`src/hdl/c8ic_pkg.sv`:
```
// ----------------------------------------------------------------------------
// c8ic_pkg
// Shared types, codes and tables for the chip8 instruction core.
// ----------------------------------------------------------------------------
package c8ic_pkg;

  // default sizes
  localparam int unsigned MEM_BYTES_DEF   = 4096;
  localparam int unsigned STACK_DEPTH_DEF = 16;

  // fixed machine constants
  localparam int unsigned SCREEN_WIDTH  = 64;
  localparam int unsigned SCREEN_HEIGHT = 32;
  localparam int unsigned BUTTON_COUNT  = 6;
  localparam int unsigned FONT_BYTES    = 80;
  localparam logic [11:0] PC_RESET      = 12'h200;
  localparam logic [23:0] KEYS_RESET    = 24'h543210;
  localparam logic [7:0]  DEC_HUNDRED   = 8'd100;
  localparam logic [7:0]  DEC_TEN       = 8'd10;

  // item operation codes
  localparam logic [1:0] OPER_WRITE = 2'd0;
  localparam logic [1:0] OPER_EXEC  = 2'd1;
  localparam logic [1:0] OPER_ROW   = 2'd2;

  // configuration register index
  localparam logic REG_KEYS = 1'b0;

  // instruction groups (high nibble of first byte)
  localparam logic [3:0] G_SYS  = 4'h0;
  localparam logic [3:0] G_JP   = 4'h1;
  localparam logic [3:0] G_CALL = 4'h2;
  localparam logic [3:0] G_SEB  = 4'h3;
  localparam logic [3:0] G_SNEB = 4'h4;
  localparam logic [3:0] G_SER  = 4'h5;
  localparam logic [3:0] G_LDB  = 4'h6;
  localparam logic [3:0] G_ADDB = 4'h7;
  localparam logic [3:0] G_ALU  = 4'h8;
  localparam logic [3:0] G_SNER = 4'h9;
  localparam logic [3:0] G_LDI  = 4'hA;
  localparam logic [3:0] G_JPV0 = 4'hB;
  localparam logic [3:0] G_RND  = 4'hC;
  localparam logic [3:0] G_DRW  = 4'hD;
  localparam logic [3:0] G_KEY  = 4'hE;
  localparam logic [3:0] G_MISC = 4'hF;

  // sub codes
  localparam logic [3:0] SYS_CLS  = 4'h0;
  localparam logic [3:0] SYS_RET  = 4'hE;
  localparam logic [3:0] KEY_SKP  = 4'hE;
  localparam logic [3:0] KEY_SKNP = 4'h1;
  localparam logic [3:0] A_MOV = 4'h0;
  localparam logic [3:0] A_OR  = 4'h1;
  localparam logic [3:0] A_AND = 4'h2;
  localparam logic [3:0] A_XOR = 4'h3;
  localparam logic [3:0] A_ADD = 4'h4;
  localparam logic [3:0] A_SUB = 4'h5;
  localparam logic [3:0] A_SHR = 4'h6;
  localparam logic [3:0] A_SBN = 4'h7;
  localparam logic [3:0] A_SHL = 4'hE;
  localparam logic [7:0] M_GETDT = 8'h07;
  localparam logic [7:0] M_WKEY  = 8'h0A;
  localparam logic [7:0] M_SETDT = 8'h15;
  localparam logic [7:0] M_SETST = 8'h18;
  localparam logic [7:0] M_ADDI  = 8'h1E;
  localparam logic [7:0] M_FONT  = 8'h29;
  localparam logic [7:0] M_BCD   = 8'h33;
  localparam logic [7:0] M_STORE = 8'h55;
  localparam logic [7:0] M_LOAD  = 8'h65;

  typedef struct packed {
    logic [1:0]  operation;
    logic [11:0] address;
    logic [7:0]  write_data;
    logic [7:0]  random_byte;
    logic [5:0]  buttons_down;
    logic [4:0]  row;
  } c8ic_item_t;

  typedef struct packed {
    logic [63:0] row_pixels;
    logic [11:0] program_counter;
    logic        sound_on;
    logic        waiting_for_key;
  } c8ic_result_t;

  typedef enum logic [3:0] {
    ALU_PASS, ALU_OR, ALU_AND, ALU_XOR, ALU_ADD, ALU_SUB, ALU_SHR, ALU_SHL, ALU_EQ
  } c8ic_alu_op_t;

  typedef struct packed {
    logic [7:0] result;
    logic       flag;
  } c8ic_alu_out_t;

  typedef enum logic [3:0] {
    S_CLEAR, S_IDLE, S_FETCH_HI, S_FETCH_LO, S_EXEC, S_DRAW_ADDR, S_DRAW_DATA,
    S_BCD, S_STORE, S_LOAD_ADDR, S_LOAD_DATA, S_FINISH, S_RESULT
  } c8ic_state_t;

  localparam logic [7:0] FONT [FONT_BYTES] = '{
    8'hF0, 8'h90, 8'h90, 8'h90, 8'hF0, 8'h20, 8'h60, 8'h20, 8'h20, 8'h70,
    8'hF0, 8'h10, 8'hF0, 8'h80, 8'hF0, 8'hF0, 8'h10, 8'hF0, 8'h10, 8'hF0,
    8'h90, 8'h90, 8'hF0, 8'h10, 8'h10, 8'hF0, 8'h80, 8'hF0, 8'h10, 8'hF0,
    8'hF0, 8'h80, 8'hF0, 8'h90, 8'hF0, 8'hF0, 8'h10, 8'h20, 8'h40, 8'h40,
    8'hF0, 8'h90, 8'hF0, 8'h90, 8'hF0, 8'hF0, 8'h90, 8'hF0, 8'h10, 8'hF0,
    8'hF0, 8'h90, 8'hF0, 8'h90, 8'h90, 8'hE0, 8'h90, 8'hE0, 8'h90, 8'hE0,
    8'hF0, 8'h80, 8'h80, 8'h80, 8'hF0, 8'hE0, 8'h90, 8'h90, 8'h90, 8'hE0,
    8'hF0, 8'h80, 8'hF0, 8'h80, 8'hF0, 8'hF0, 8'h80, 8'hF0, 8'h80, 8'h80
  };

  // fold a 12-bit address into a memory of m bytes (m at least 512)
  function automatic logic [11:0] wrap_addr(input logic [11:0] a, input int unsigned m);
    int unsigned v;
    v = 32'(a);
    if (v >= 4 * m) v = v - 4 * m;
    if (v >= 2 * m) v = v - 2 * m;
    if (v >= m) v = v - m;
    return v[11:0];
  endfunction

endpackage

```
`src/hdl/c8ic_alu.sv`:
```
// ----------------------------------------------------------------------------
// c8ic_alu
// Shared 8-bit arithmetic, logic, shift and compare unit.
// ----------------------------------------------------------------------------
module c8ic_alu (
  input  logic [7:0]             a,
  input  logic [7:0]             b,
  input  c8ic_pkg::c8ic_alu_op_t op,
  output c8ic_pkg::c8ic_alu_out_t res
);
  import c8ic_pkg::*;

  logic [8:0] sum;
  logic [8:0] dif;

  assign sum = {1'b0, a} + {1'b0, b};
  assign dif = {1'b0, a} - {1'b0, b};

  // operation select
  always_comb begin
    res.result = b;
    res.flag   = 1'b0;
    unique case (op)
      ALU_PASS: res.result = b;
      ALU_OR:   res.result = a | b;
      ALU_AND:  res.result = a & b;
      ALU_XOR:  res.result = a ^ b;
      ALU_ADD: begin
        res.result = sum[7:0];
        res.flag   = sum[8];
      end
      ALU_SUB: begin
        res.result = dif[7:0];
        res.flag   = ~dif[8];
      end
      ALU_SHR: begin
        res.result = {1'b0, a[7:1]};
        res.flag   = a[0];
      end
      ALU_SHL: begin
        res.result = {a[6:0], 1'b0};
        res.flag   = a[7];
      end
      ALU_EQ: begin
        res.result = a;
        res.flag   = (a == b);
      end
      default: res.result = b;
    endcase
  end

endmodule

```
`config.mk`:
```
export PLATFORM = sky130hd
export DESIGN_NAME = c8ic_alu
export DESIGN_NICKNAME = d
export VERILOG_FILES = /design/src/hdl/c8ic_pkg.sv /design/src/hdl/c8ic_alu.sv
export SDC_FILE = /design/constraint.sdc
export NUM_CORES = 1
export LEC_CHECK = 0
export BUFFER_PORTS_ARGS = -buffer_cell sky130_fd_sc_hd__clkbuf_2
export CORE_UTILIZATION = 30
export DETAILED_ROUTE_END_ITERATION = 10
export PLACE_DENSITY = 0.48
export SLEW_MARGIN = 20
export SYNTH_ARGS = -nofsm -noshare
export SYNTH_HDL_FRONTEND = slang
export SYNTH_SLANG_ARGS = --single-unit
```
`constraint.sdc`:
```
create_clock -name vclk -period 2.8
set_clock_uncertainty 0.1 [all_clocks]
set_input_delay 0.28 -clock vclk [all_inputs]
set_output_delay 0.28 -clock vclk [all_outputs]
set_load 0.03 [all_outputs]
```
==> After elaboration in Yosys (flattened, before gate mapping) <==
Cells that the tools add are included.
{ "totals": {"regBits": 0, "input_bits": 20, "output_inout_bits": 9, "word_cells": 17} }
{ "op_classes": {"n_addsub": 2, "eq_ne": 9, "mux": 2, "bitwise": 4} }
{ "ops": {"columns": ["operator", "n"], "rows": [
  ["one-hot mux 8 bit (8 select lines)", 1],
  ["equality test 4 x 3 -> 1 bit, second input constant", 4],
  ["adder 8 x 8 -> 9 bit", 1],
  ["subtractor 8 x 8 -> 9 bit", 1],
  ["AND 8 bit", 1],
  ["equality test 4 x 2 -> 1 bit, second input constant", 2],
  ["equality test 8 bit", 1],
  ["bitwise OR 8 bit", 1],
  ["XOR 8 bit", 1],
  ["one-hot mux 1 bit (5 select lines)", 1],
  ["equality test 4 x 1 -> 1 bit, second input constant", 1],
  ["equality test 4 bit, second input constant", 1],
  ["inverter 1 bit", 1]
]} }

==> Longest topological paths before layout <==
{ "logic_depth": {"depth_word": 3, "ltp_mapped": 9, "mapped_depth_nobuf": 9} }

==> Worst setup path after synthesis <==
No wires, ideal clock.
{ "synth_path": {"path_type": "input to output", "start": "input port a[0]", "end": "output port res[5] in the netlist's numbering", "arrival_time_ns": 2.579, "t_required_ns": 2.420, "path_slack_ns": -0.159, "cell_stages": 7, "n_path_buf": 0, "path_cell_list": "ha_1 fa_1 a21o_1 a211o_1 and3_1 or4_1 a32oi_1"} }
{ "synth_rtl": {"columns": ["element", "line_no", "text"], "rows": [
  ["start, declared", "c8ic_alu.sv:6", "input logic [7:0] a,"],
  ["end, declared", "c8ic_alu.sv:9", "output c8ic_pkg::c8ic_alu_out_t res"]
]} }

==> flow_metrics.py <==
metrics = {
    "power_and_ir_drop": {
        "pwr-share-seq": 0,
        "p_leak_nw": 0.969,
        "p_comb_frac": 1.000,
        "power_mw": 0.394,
        "p_clk_frac": 0,
        "p_int_mw": 0.166,
        "p_sw_mw": 0.228,
        "power.density_nw_per_um2": 188,
        "switching_share": 0.580,
        "peakVddDrop_v": 0.0000640,
    },
    "cells_and_area": {
        "antenna_cells": 0,
        "drive_gt1_frac": 0.293,
        "final_nets": 329,
        "numSequentialCells": 0,
        "nClkBuffers": 0,
        "regArea_um2": 0,
        "synthToLayoutAreaGrowth_pct": 28.8,
        "final_area_um2": 2090,
    },
    "floorplanning": {
        "core_um2": 5170,
        "die-area_um2": 5720,
        "ios": 29,
        "start_util": 0.314,
        "row_count": 26,
        "die_w_um": 75.6,
        "die_h_um": 75.6,
    },
    "synthesis": {
        "synth_top_family_by_area": "compound AO/OA/AOI/OAI gates",
        "syn_area_per_cell_um2": 6.89,
        "muxShareOfSynthArea": 0.0531,
        "yosysSeqAreaShare": 0,
        "synth_cell_type_count": 57,
        "synth-simple-area-share": 0.250,
        "synth_top_area_share": 0.192,
        "synthMostInstantiatedCell": "inv_1",
        "synth_common_cells": "26 x inv_1, 25 x ha_1, 17 x o21ai_0, 16 x a21oi_1, 12 x nand2_1",
        "synth_cells": 236,
        "synthAdderAreaFrac": 0.217,
        "synth.area.top_cells": "ha_1 19%, inv_1 6.0%, o21ai_0 5.2%, a21oi_1 4.9%, nand2b_1 3.8%",
        "syn_nets": 283,
        "synth_top_area_cell": "ha_1",
        "ys_warn_count": 0,
        "syn_area_um2": 1630,
        "synth_xor_area_frac": 0.0108,
        "synth_compound_area_frac": 0.361,
    },
    "setup_path": {
        "critical_path.max_fanout": 2,
        "critPathLaunch": "a[0]",
        "setup.worst_path.end_class": "output port",
        "cp.arrival_ns": 2.44,
        "crit_path_start_kind": "input pin",
        "path_class": "in2out",
        "worstPathRequired_ns": 2.42,
    },
    "global_route": {
        "grt_pass1_vias": 1765,
        "antenna_found_initial": 0,
        "grt_first_pass_wirelength_mm": 8.60,
        "overflow": 0,
        "grt_max_degree": 19,
        "grt_usage": 0.195,
    },
    "placed_design": {
        "pre_cts_slack_ns": -0.185,
        "globalplace.congestion": 0.896,
        "dp_hpwl_mm": 4.37,
        "placed_cell_area_um2": 2020,
        "portBuffers": 29,
    },
    "sta": {
        "slew_violations": 0,
        "holdWs_ns": 0.889,
        "fin_crit_sh": 1.01,
        "hold_viol": 0,
        "tns_ns": -0.0191,
        "fmax_mhz": 355,
        "slew-limit-headroom": 0.737,
        "setup_viol": 1,
        "worst_pin_slew_ns": 0.389,
        "fin_crit_ns": 2.82,
        "rsz0062_at_grt": "yes",
        "finalWorstSetupSlack_ns": -0.0191,
    },
    "run": {
        "max-cap-violations": 0,
    },
    "clocking": {
        "cts_setup_buffers": 0,
        "postCtsHoldBufs": 0,
    },
    "run_status": {
        "outcome": "finished with violations",
        "violations": "negative setup slack",
    },
    "route": {
        "drt_iter0_markers": 124,
        "drt_first_pass_iters": 5,
        "vias": 1941,
        "drc": 0,
        "wl_per_cell_um": 15.5,
        "totalWireLength_mm": 5.41,
        "ant_nets": 0,
        "viasPerCell": 5.55,
    },
    "worst_hold_path": {
        "hp-class": "in2out",
        "min_from": "b[5]",
    },
}
[kinds of logic (layout without fill, tap and decap cells)]
family / count (synthesis) / after routing
buf+inv: 42 / 86
compound gates: 85 / 85
mux: 7 / 7
fa+ha+maj: 27 / 27
simple gates: 73 / 73
xor+xnor: 2 / 2
[worst max-delay path: stages]
cell	delay [ns]
clkbuf_2	0.12
ha_4	0.17
fa_2	0.33
a21o_1	0.19
a211o_1	0.27
and3_1	0.18
or4_4	0.48
a32oi_2	0.22
clkbuf_8	0.19
[per-layer routing]
layer | part of all wire | global-route usage | wire length [um] | vias up
met5 | 0 | 0 | 0 | -
met4 | 0.0067 | 0.0226 | 36 | 0
met3 | 0.045 | 0.00265 | 245 | 4
met2 | 0.46 | 0.336 | 2490 | 55
met1 | 0.49 | 0.280 | 2640 | 912
li1 | - | - | - | 970
[final timing paths]
check / to / slack, ns / depth (start not counted)
setup / recovery: res[5] / -0.02 / 9
hold / removal: res[6] / 0.89 / 4
[area by class of cell]
type                       instances  area (um2)
fill                             547        3080
inverter                          26         100
timing repair buffer              60         390
tap                               70        87.6
multi-input combinational        194        1520
[placed cells by master, fill, tap and decap left out, drive strengths merged, types with 2 or more instances in the layout]
master  netlist  routed
nand2        12      12
nor2b         8       8
o22ai         2       2
o22a          4       4
nor4          2       2
nor2         11      11
a32oi         4       4
nor3b         2       2
o21ai        17      17
inv          26      26
and3          2       2
nand2b       10      10
nor3          7       7
ha           25      25
o211ai        5       5
a21o          6       6
a31oi         6       6
buf          12      32
o31ai         2       2
a211o         2       2
fa            2       2
mux2i         3       3
a21oi        16      16
or4           3       3
o21a          2       2
a221oi        2       2
nand4         4       4
o32ai         2       2
or3b          2       2
clkbuf        4      28
nand3b        2       2
xnor2         2       2
mux2          3       3
nand3         4       4
[per-stage QoR]
stage,cells,utilization
2_1_floorplan,236,-
3_3_place_gp,350,0.391
3_5_place_dp,350,0.391
4_1_cts,350,0.401
5_1_grt,350,0.405
6_report,350,0.405
[power by group through the flow]
stage | combinational (mW) | sequential [mW] | clock, mW
after floorplan | 0.244 | 0 | 0
after global placement | 0.376 | 0 | 0
after detailed placement | 0.374 | 0 | 0
after CTS | 0.388 | 0 | 0
after global routing | 0.430 | 0 | 0
final | 0.394 | 0 | 0
[what timing repair did]
item | 4_1_cts | 5_1_grt
setup endpoints to repair | 1 | 3
pin swaps | 5 | 6
resized for setup | 14 | 4
(Power assumes the default switching activity.)
